**src/utf8d_pkg.sv**
```systemverilog
package utf8d_pkg;

    // replacement code point U+FFFD
    localparam logic [20:0] REPL_CP = 21'h00FFFD;

    // result queue depth; an item needs room for two results
    localparam int unsigned QDEPTH     = 4;
    localparam int unsigned QCNT_W     = $clog2(QDEPTH + 1);
    localparam int unsigned QIDX_W     = $clog2(QDEPTH);
    localparam int unsigned MAX_RESULTS = 2;

    // one decoded result item
    typedef struct packed {
        logic [20:0] code_point;
        logic        is_replacement;
        logic        last_of_run;
    } t_result;

    // results caused by one input item
    typedef struct packed {
        logic [1:0] count;
        t_result    res0;
        t_result    res1;
    } t_step_out;

endpackage

```
**src/utf8d_step.sv**
```systemverilog
module utf8d_step (
    input  logic [7:0]           i_in_byte,
    input  logic                 i_end_of_text,
    input  logic [1:0]           i_pending,
    input  logic [14:0]          i_partial,
    output logic [1:0]           o_pending,
    output logic [14:0]          o_partial,
    output utf8d_pkg::t_step_out o_step
);

    function automatic utf8d_pkg::t_result make_result(
        input logic [20:0] cp,
        input logic        rep
    );
        utf8d_pkg::t_result r;
        r.code_point     = cp;
        r.is_replacement = rep;
        r.last_of_run    = 1'b0;
        return r;
    endfunction

    logic                  forbidden;
    logic [20:0]           assembled;
    utf8d_pkg::t_result    res0;
    utf8d_pkg::t_result    res1;
    logic [1:0]            cnt;
    logic [1:0]            pend;
    logic [14:0]           part;

    assign forbidden = (i_in_byte == 8'hC0) || (i_in_byte == 8'hC1) || (i_in_byte >= 8'hF5);
    assign assembled = {i_partial, i_in_byte[5:0]};

    // classify the byte and update the pending sequence
    always_comb begin
        res0 = '0;
        res1 = '0;
        cnt  = 2'd0;
        pend = i_pending;
        part = i_partial;

        if (forbidden) begin
            res0 = make_result(utf8d_pkg::REPL_CP, 1'b1);
            cnt  = 2'd1;
            pend = 2'd0;
            part = '0;
        end else if (!i_in_byte[7]) begin
            // ascii, possibly cutting a sequence short
            if (i_pending != 2'd0) begin
                res0 = make_result(utf8d_pkg::REPL_CP, 1'b1);
                res1 = make_result({13'd0, i_in_byte}, 1'b0);
                cnt  = 2'd2;
                pend = 2'd0;
                part = '0;
            end else begin
                res0 = make_result({13'd0, i_in_byte}, 1'b0);
                cnt  = 2'd1;
            end
        end else if (i_in_byte[6]) begin
            // lead byte
            if (i_pending != 2'd0) begin
                res0 = make_result(utf8d_pkg::REPL_CP, 1'b1);
                cnt  = 2'd1;
            end
            if (!i_in_byte[5]) begin
                part = {10'd0, i_in_byte[4:0]};
                pend = 2'd1;
            end else if (!i_in_byte[4]) begin
                part = {11'd0, i_in_byte[3:0]};
                pend = 2'd2;
            end else begin
                part = {12'd0, i_in_byte[2:0]};
                pend = 2'd3;
            end
        end else begin
            // continuation byte
            if (i_pending == 2'd0) begin
                res0 = make_result(utf8d_pkg::REPL_CP, 1'b1);
                cnt  = 2'd1;
            end else begin
                pend = i_pending - 2'd1;
                if (pend == 2'd0) begin
                    res0 = make_result(assembled, 1'b0);
                    cnt  = 2'd1;
                    part = '0;
                end else begin
                    part = assembled[14:0];
                end
            end
        end

        // end of text with an unfinished sequence
        if (i_end_of_text) begin
            if (pend != 2'd0) begin
                if (cnt == 2'd0) begin
                    res0 = make_result(utf8d_pkg::REPL_CP, 1'b1);
                end else begin
                    res1 = make_result(utf8d_pkg::REPL_CP, 1'b1);
                end
                cnt = cnt + 2'd1;
            end
            pend = 2'd0;
            part = '0;
        end

        // flag the final result of this item
        if (cnt == 2'd1) begin
            res0.last_of_run = 1'b1;
        end
        if (cnt == 2'd2) begin
            res1.last_of_run = 1'b1;
        end
    end

    assign o_pending    = pend;
    assign o_partial    = part;
    assign o_step.count = cnt;
    assign o_step.res0  = res0;
    assign o_step.res1  = res1;

endmodule

```
**src/utf8d_outq.sv**
```systemverilog
module utf8d_outq (
    input  logic                 i_clk,
    input  logic                 i_rst_n,
    input  logic                 i_push,
    input  utf8d_pkg::t_step_out i_step,
    output logic                 o_full,
    output logic                 o_valid,
    input  logic                 i_stall,
    output utf8d_pkg::t_result   o_result
);

    logic [utf8d_pkg::QCNT_W-1:0] r_count;
    logic [utf8d_pkg::QCNT_W-1:0] n_count;
    utf8d_pkg::t_result           r_q [utf8d_pkg::QDEPTH];
    utf8d_pkg::t_result           n_q [utf8d_pkg::QDEPTH];
    logic                         pop;
    logic [utf8d_pkg::QCNT_W-1:0] base;
    logic [utf8d_pkg::QCNT_W-1:0] push_n;

    assign pop    = (r_count != '0) && !i_stall;
    assign push_n = i_push ? utf8d_pkg::QCNT_W'(i_step.count) : '0;
    assign base   = r_count - utf8d_pkg::QCNT_W'(pop);

    // shift out the head, then append the new results behind the survivors
    always_comb begin
        for (int i = 0; i < utf8d_pkg::QDEPTH; i++) begin
            if (pop && (i < utf8d_pkg::QDEPTH - 1)) begin
                n_q[i] = r_q[i + 1];
            end else begin
                n_q[i] = r_q[i];
            end
            if ((utf8d_pkg::QCNT_W'(i) == base) && (push_n != '0)) begin
                n_q[i] = i_step.res0;
            end
            if ((utf8d_pkg::QCNT_W'(i) == base + utf8d_pkg::QCNT_W'(1)) &&
                (push_n == utf8d_pkg::QCNT_W'(2))) begin
                n_q[i] = i_step.res1;
            end
        end
        n_count = base + push_n;
    end

    // result storage needs no reset
    always_ff @(posedge i_clk) begin
        for (int i = 0; i < utf8d_pkg::QDEPTH; i++) begin
            r_q[i] <= n_q[i];
        end
    end

    // fill count
    always_ff @(posedge i_clk) begin
        if (!i_rst_n) begin
            r_count <= '0;
        end else begin
            r_count <= n_count;
        end
    end

    assign o_full   = r_count > utf8d_pkg::QCNT_W'(utf8d_pkg::QDEPTH - utf8d_pkg::MAX_RESULTS);
    assign o_valid  = r_count != '0;
    assign o_result = r_q[0];

endmodule

```
**src/utf8_to_codepoint_decoder_unit.sv**
```systemverilog
// channel | direction | handshake            | payload
// --------+-----------+----------------------+---------------------------------------
// byte in | input     | i_valid / o_stall    | i_in_byte, i_end_of_text
// result  | output    | o_valid / i_stall    | o_code_point, o_is_replacement,
//         |           |                      | o_last_of_run
//
// one byte is accepted per cycle while o_stall is low; its results are registered in
// the result queue and reach the output behind any results already queued; a byte
// yielding two results takes two queue entries, so a stream of them is output-bound
// o_stall rises when the four-entry result queue holds more than two items
// synchronous active-low reset clears the pending sequence and empties the queue
module utf8_to_codepoint_decoder_unit (
    input  logic        i_clk,
    input  logic        i_rst_n,
    input  logic        i_valid,
    output logic        o_stall,
    input  logic [7:0]  i_in_byte,
    input  logic        i_end_of_text,
    output logic        o_valid,
    input  logic        i_stall,
    output logic [20:0] o_code_point,
    output logic        o_is_replacement,
    output logic        o_last_of_run
);

    logic [1:0]           r_pending;
    logic [14:0]          r_partial;
    logic [1:0]           n_pending;
    logic [14:0]          n_partial;
    logic                 accept;
    logic                 q_full;
    utf8d_pkg::t_step_out step;
    utf8d_pkg::t_result   head;

    assign o_stall = q_full;
    assign accept  = i_valid && !q_full;

    // byte decode
    utf8d_step u_step (
        .i_in_byte     (i_in_byte),
        .i_end_of_text (i_end_of_text),
        .i_pending     (r_pending),
        .i_partial     (r_partial),
        .o_pending     (n_pending),
        .o_partial     (n_partial),
        .o_step        (step)
    );

    // sequence state
    always_ff @(posedge i_clk) begin
        if (!i_rst_n) begin
            r_pending <= '0;
            r_partial <= '0;
        end else if (accept) begin
            r_pending <= n_pending;
            r_partial <= n_partial;
        end
    end

    // result queue
    utf8d_outq u_outq (
        .i_clk    (i_clk),
        .i_rst_n  (i_rst_n),
        .i_push   (accept),
        .i_step   (step),
        .o_full   (q_full),
        .o_valid  (o_valid),
        .i_stall  (i_stall),
        .o_result (head)
    );

    assign o_code_point     = head.code_point;
    assign o_is_replacement = head.is_replacement;
    assign o_last_of_run    = head.last_of_run;

endmodule

```
**config.mk**
```make
export PLATFORM = sky130hd
export DESIGN_NAME = utf8_to_codepoint_decoder_unit
export DESIGN_NICKNAME = d
export VERILOG_FILES = /design/src/utf8d_pkg.sv /design/src/utf8d_step.sv /design/src/utf8d_outq.sv /design/src/utf8_to_codepoint_decoder_unit.sv
export SDC_FILE = /design/constraint.sdc
export NUM_CORES = 1
export LEC_CHECK = 0
export BUFFER_PORTS_ARGS = -buffer_cell sky130_fd_sc_hd__buf_4
export CAP_MARGIN = 20
export CORE_MARGIN = 2
export CORE_UTILIZATION = 60
export DETAILED_ROUTE_END_ITERATION = 8
export HOLD_SLACK_MARGIN = 0.08
export PLACE_DENSITY = 0.77
export SETUP_SLACK_MARGIN = 0.05
export SYNTH_ARGS = -nofsm -noshare
export SYNTH_HDL_FRONTEND = slang
export SYNTH_SLANG_ARGS = --single-unit
```
**constraint.sdc**
```tcl
create_clock -name i_clk -period 11.91 [get_ports i_clk]
set_clock_uncertainty 0.15 [all_clocks]
set_input_delay 1.191 -clock i_clk [delete_from_list [all_inputs] [get_ports i_clk]]
set_output_delay 1.191 -clock i_clk [all_outputs]
set_load 0.02 [all_outputs]
```
== Word level (Yosys, flattened, before mapping) ==
Memories as Yosys holds them, arrays and structs flattened.
Index checks and enable logic that the tools add are counted.

* Flip-flop bits (word level): 20
* RAM bits: 92
* Input port bits: 13
* Output and inout bits: 25
* Logic and storage cells: 104
* Memories kept: 1

* $add $sub $neg: 5
* Order comparisons: 2
* Eq/ne operators: 12
* Multiplexer cells: 56
* Reduce and logical (&&, ||, !) cells: 25

{| class="wikitable"
|+ Memory list
! name !! words !! bits a word !! rd ports !! clocked after Yosys merged registers in !! write ports !! RTL line !! source
|-
| u_outq.r_q || 4 || 23 || 4 || 0 || 4 || utf8d_outq.sv:14 || <nowiki>utf8d_pkg::t_result r_q [utf8d_pkg::QDEPTH];</nowiki>
|}

{| class="wikitable"
|+ Operators by type and width
! operator !! number
|-
| two-way mux 23 bit || 24
|-
| two-way mux 15 bit || 8
|-
| two-way mux 18 bit || 2
|-
| two-way mux 2 bit || 15
|-
| == test 8 bit, second input constant || 2
|-
| == test 2 x 3 -> 1 bit, first input constant || 4
|-
| logical AND 1 bit || 10
|-
| two-way mux 9 bit || 1
|-
| greater-or-equal comparator 8 bit, second input constant || 1
|-
| == test 1 x 3 -> 1 bit, first input constant || 2
|-
| zero test 2 bit || 3
|-
| zero test 3 bit || 2
|-
| nonzero test 3 bit || 2
|-
| two-way mux 1 bit || 5
|-
| != test 5 x 4 -> 1 bit, second input constant || 1
|-
| two-way mux 4 bit || 1
|-
| nonzero test 2 bit || 2
|-
| nonzero test 4 bit || 1
|-
| adder 3 x 1 -> 3 bit, second input constant || 1
|-
| adder 3 bit || 1
|-
| == test 3 x 2 -> 1 bit, second input constant || 1
|-
| greater-than comparator 3 x 2 -> 1 bit, second input constant || 1
|-
| AND reduction 3 bit || 1
|-
| subtractor 3 x 1 -> 3 bit || 1
|-
| other kinds (6) || 8
|}

== Logic depth before layout (Yosys ltp) ==
* Depth after elaboration: 15
* Depth in mapped cells: 16
* Gate-level depth less buffers: 12

== By module ==
Synthesis repeated with hierarchy kept, for this count alone.

* Cells, all modules: 786
* Area, all modules: 7465.9 um2

{| class="wikitable"
|+ Modules (own cells, without submodules)
! module !! instances !! cells an instance !! area each (um2) !! sequential area each (um2)
|-
| utf8d_outq || 1 || 543 || 5706.7 || 2822.7
|-
| utf8d_step || 1 || 168 || 1047.3 || 0.0
|-
| utf8_to_codepoint_decoder_unit || 1 || 75 || 711.9 || 340.3
|}

== Worst setup path before layout ==
OpenSTA, ideal clock, no wires.

* Path type: input -> register
* Start: in i_stall
* End: mem u_outq.r_q[1][0] in the netlist's numbering (enable)
* Setup time: 0.375 ns
* Arrival: 4.281 ns
* Required time: 11.385 ns
* Slack: 7.104 ns
* Cell stages on the path: 11
* Buffers on the path: 2
* Path through: nor2b_1 -> clkbuf_1 -> clkbuf_1 -> ha_1 -> ha_1 -> xor2_1 -> inv_1 -> ha_1 -> nand3_1 -> nor4b_4 -> or3_1

{| class="wikitable"
|+ RTL lines
! element !! RTL line !! source
|-
| start, declared || utf8_to_codepoint_decoder_unit.sv:20 || <nowiki>input logic i_stall,</nowiki>
|-
| end, declared || utf8d_outq.sv:14 ||
|}

==> results by group <==
Run status
  • Status: complete, no violations

STA
  • Part of the cycle the worst path needs: a little over two fifths
  • Post-layout min period: 5.22 ns
  • Max Fclk: about 190 MHz
  • Transition time of the tightest slew-check pin: roughly 1.0 ns
  • Aggregate negative setup slack: 0 ns
  • Slew headroom: a little under a third
  • Final Hold Viols: 0
  • Unrepaired setup endpoints after global routing: false
  • Setup-failing EPs final: 0
  • Final Slew Violations: 0

Routing
  • Post-detailed-route count of antenna-violating nets: 0
  • Starting DRC count in detailed routing: about 650
  • Detail-routed via count per cell: between 6 and 7
  • Number of vias in the routed layout: about 4800
  • Average wire per cell in the routed design: between 15 and 20 microns
  • Iteration count of the initial detailed-routing pass: 5
  • DRC violations left: 0
  • Total wire length: approximately 15 mm

CTS
  • Clk Latency, worst-skew pair: roughly 0.4 ns
  • Post-CTS Resized: 0
  • H-Tree Level Count: 3
  • Clock Sink Count: 112
  • Postcts setup bufs: 0
  • Hold-fix buffers, CTS: 0
  • CTS Buffer Depth: 2
  • Total clock buffers created by CTS: 9
  • Clock tree root driver cell: sky130_fd_sc_hd__clkbuf_8
  • CTS clock-pin slew for the worst setup and hold paths: roughly 0.12 ns
  • TritonCTS clock tree: yes

Setup path
  • Worst endpoint data arrival time: around 5.1 ns
  • Largest fanout on the critical path: 18
  • CP startpoint kind: flip-flop
  • Required time of the critical path: 11.78 ns
  • Crit end category: flip-flop
  • Kind of critical path: reg2reg
  • Reg-to-reg startpoint: r_pending[1]$_SDFFE_PN0P_
  • CP Launch Point: r_pending[1]$_SDFFE_PN0P_

Power and ir drop
  • Power Dens Cells: roughly 220 nW/um^2
  • Leakage: around 2.4 nW
  • Worst ir drop on vdd: 0.112 mV
  • Overall power after layout: between 1 and 1.5 mW

Logic synthesis
  • Library cell occupying the most area in the post-synthesis netlist: sky130_fd_sc_hd__edfxtp_1
  • EDFF count, synth: 72
  • Synth Cell Area: between 6000 and 7000 sq um
  • Yosys Warn Count: 0
  • Synth Area per Inst: ~10 sq um
  • Post-synthesis cell count: ~600
  • Count of different cell masters after synthesis: 56
  • Async SR Flop Fraction: 0%
  • Number of nets in the synthesized netlist: 619
  • Top flip-flop cell by instance count after synthesis: sky130_fd_sc_hd__edfxtp_1
  • Sequential cell area fraction in the yosys report: about half
  • Synth top area share: between 30% and 40%
  • Area contributors post-synth: sky130_fd_sc_hd__edfxtp_1 (35%), sky130_fd_sc_hd__dfxtp_1 (13%), sky130_fd_sc_hd__mux2i_1 (12%)
  • #FFs+latches synth: between 100 and 150

Finish
  • Layout cell share with drive strength beyond 1: between 10% and 20%
  • Count of nets after finishing: between 600 and 700
  • Fillers: approximately 780
  • Final antenna diode count: 0
  • Layout-stage area growth over the synthesis result: 9.05%

Die
  • Core area: ~10000 sq um
  • Number of placement rows: 36
  • Starting Density: slightly above 60%
  • I/O pin count: 38
  • DIE HEIGHT: approximately 100 microns
  • Area of the die: 11000 sq um
  • Die boundary width: 105 microns

Flow run
  • Number of max-cap violations: 0

Global route
  • Antenna violations before repair: 0
  • First-pass GRT wire length: 23.6 mm
  • GRT Resource Usage Total: between 20 and 30%
  • Largest net degree at the start of global routing: 27
  • Via count of the first global-routing pass: roughly 4300
  • Total global routing overflow: 0

Hold path
  • Worst min-delay path class: reg2reg
  • Launch instance of the worst min-delay path: u_outq.r_q[3][20]$_SDFFE_PP0N_

Placed design
  • HPWL after detailed placement: about 11 mm
  • GP Congestion: between 0.9 and 1
  • IO Port Bufs: 37
==> through the flow <==
stage	cells	util, %	area (sq um)	hold WS (ns)	worst slack (ns)
global route	748	67.9	6660	0.426	6.31
detailed placement	731	65.6	6450	0.346	6.50
floorplan	597	-	6110	0.310	7.10
finish	748	67.9	6660	0.373	6.69
global placement	730	65.5	6430	0.330	6.72
CTS	747	67.8	6660	0.371	6.77
==> routing by layer <==
layer	up-vias	GRT usage, %	share of wire [%]
met5	-	0	0
met4	0	6.95	1.3
met3	22	5.61	8.8
met2	226	39.3	44
met1	2281	42.9	46
li1	2254	-	-
==> path summary, 6_finish.rpt <==
check	end	slack, ns	cells after the start
setup / recovery	u_outq.r_q[0][5]$_DFFE_PP_	6.69	10
hold / removal	u_outq.r_q[3][20]$_SDFFE_PP0N_	0.37	2
setup reg to reg	u_outq.r_q[0][5]$_DFFE_PP_	6.69	10
hold reg to reg	u_outq.r_q[3][20]$_SDFFE_PP0N_	0.37	2
==> worst max-delay path: stages (launching register included) <==
cell and delay (ns):
sky130_fd_sc_hd__dfxtp_1 0.62, sky130_fd_sc_hd__or2_2 0.27, sky130_fd_sc_hd__clkinv_1 0.21, sky130_fd_sc_hd__nor2_1 0.60
sky130_fd_sc_hd__inv_1 0.37, sky130_fd_sc_hd__o31ai_1 0.28, sky130_fd_sc_hd__ha_1 0.33, sky130_fd_sc_hd__nand4_1 0.11
sky130_fd_sc_hd__or3_1 0.46, sky130_fd_sc_hd__a21oi_1 0.83, sky130_fd_sc_hd__a211o_1 0.60
==> flip-flops by register name, summed over array words and instances (netlist names) <==
| signal | cells |
|---|---|
| r_partial | 15 |
| r_pending | 2 |
| u_outq.r_count | 3 |
| u_outq.r_q | 92 |
==> cell usage after synthesis (2+ instances only) <==
master and count:
sky130_fd_sc_hd__a211oi_1 16, sky130_fd_sc_hd__a211oi_2 2, sky130_fd_sc_hd__a21boi_0 5, sky130_fd_sc_hd__a21o_1 9, sky130_fd_sc_hd__a21oi_1 22, sky130_fd_sc_hd__a22oi_1 32, sky130_fd_sc_hd__a31oi_1 2, sky130_fd_sc_hd__a32oi_1 4
sky130_fd_sc_hd__and2_1 5, sky130_fd_sc_hd__and3_1 7, sky130_fd_sc_hd__buf_2 14, sky130_fd_sc_hd__buf_4 3, sky130_fd_sc_hd__clkbuf_1 29, sky130_fd_sc_hd__dfxtp_1 40, sky130_fd_sc_hd__edfxtp_1 72, sky130_fd_sc_hd__ha_1 8
sky130_fd_sc_hd__inv_1 13, sky130_fd_sc_hd__mux2i_1 72, sky130_fd_sc_hd__nand2_1 47, sky130_fd_sc_hd__nand2b_1 3, sky130_fd_sc_hd__nand3_1 12, sky130_fd_sc_hd__nand3b_1 5, sky130_fd_sc_hd__nand4_1 4, sky130_fd_sc_hd__nor2_1 41
sky130_fd_sc_hd__nor2b_1 26, sky130_fd_sc_hd__nor3_1 4, sky130_fd_sc_hd__nor4_2 2, sky130_fd_sc_hd__nor4_4 2, sky130_fd_sc_hd__o2111ai_1 3, sky130_fd_sc_hd__o211ai_1 2, sky130_fd_sc_hd__o21a_1 2, sky130_fd_sc_hd__o21ai_0 54
sky130_fd_sc_hd__o21ai_1 2, sky130_fd_sc_hd__o22ai_1 3, sky130_fd_sc_hd__o31ai_1 2, sky130_fd_sc_hd__or3_1 5, sky130_fd_sc_hd__or4_1 3, sky130_fd_sc_hd__xnor2_1 2
==> area by class of cell <==
cell class	instances	area [sq um]	area share, %
timing repair buffer	48	364	5.46
multi-input combinational	425	2910	43.6
inverter	14	52.6	0.789
clock inverter	5	46.3	0.695
tap	133	166	2.50
clock buffer	11	163	2.44
sequential	112	2960	44.5
==> cells in the final DEF, fill, tap and decap left out, drive strengths merged, types with 7 or more instances in the layout <==
| cell type | netlist | layout |
|---|---|---|
| clkbuf | 29 | 11 |
| nand2 | 47 | 47 |
| inv | 13 | 16 |
| nor2 | 41 | 41 |
| a211oi | 18 | 18 |
| nor2b | 26 | 26 |
| a21oi | 22 | 22 |
| and3 | 7 | 7 |
| edfxtp | 72 | 72 |
| dfxtp | 40 | 40 |
| a22oi | 32 | 32 |
| o21ai | 56 | 56 |
| a21o | 9 | 9 |
| nand3 | 12 | 12 |
| mux2i | 72 | 72 |
| buf | 17 | 48 |
| ha | 8 | 8 |
==> report_power, final <==
group | internal, mW | leakage (nW) | total, mW | switching (mW)
logic | 0.230 | 1.33 | 0.582 | 0.352
clock network | 0.0981 | 0.108 | 0.234 | 0.136
registers | 0.603 | 1.01 | 0.650 | 0.0466
==> cell families (layout without fill, tap and decap cells) <==
| family | after synthesis | after routing | synth area share, % |
|---|---|---|---|
| AOI/OAI and AO/OA | 170 | 170 | 18.3 |
| xor gates and xnor gates | 3 | 3 | 0.430 |
| adders and majority gates | 9 | 9 | 1.97 |
| buffers and inverters | 60 | 78 | 4.16 |
| DFF | 112 | 112 | 48.5 |
| muxes | 72 | 72 | 11.8 |
| and+or+nand+nor | 171 | 171 | 14.9 |
(Power assumes the default switching activity.)
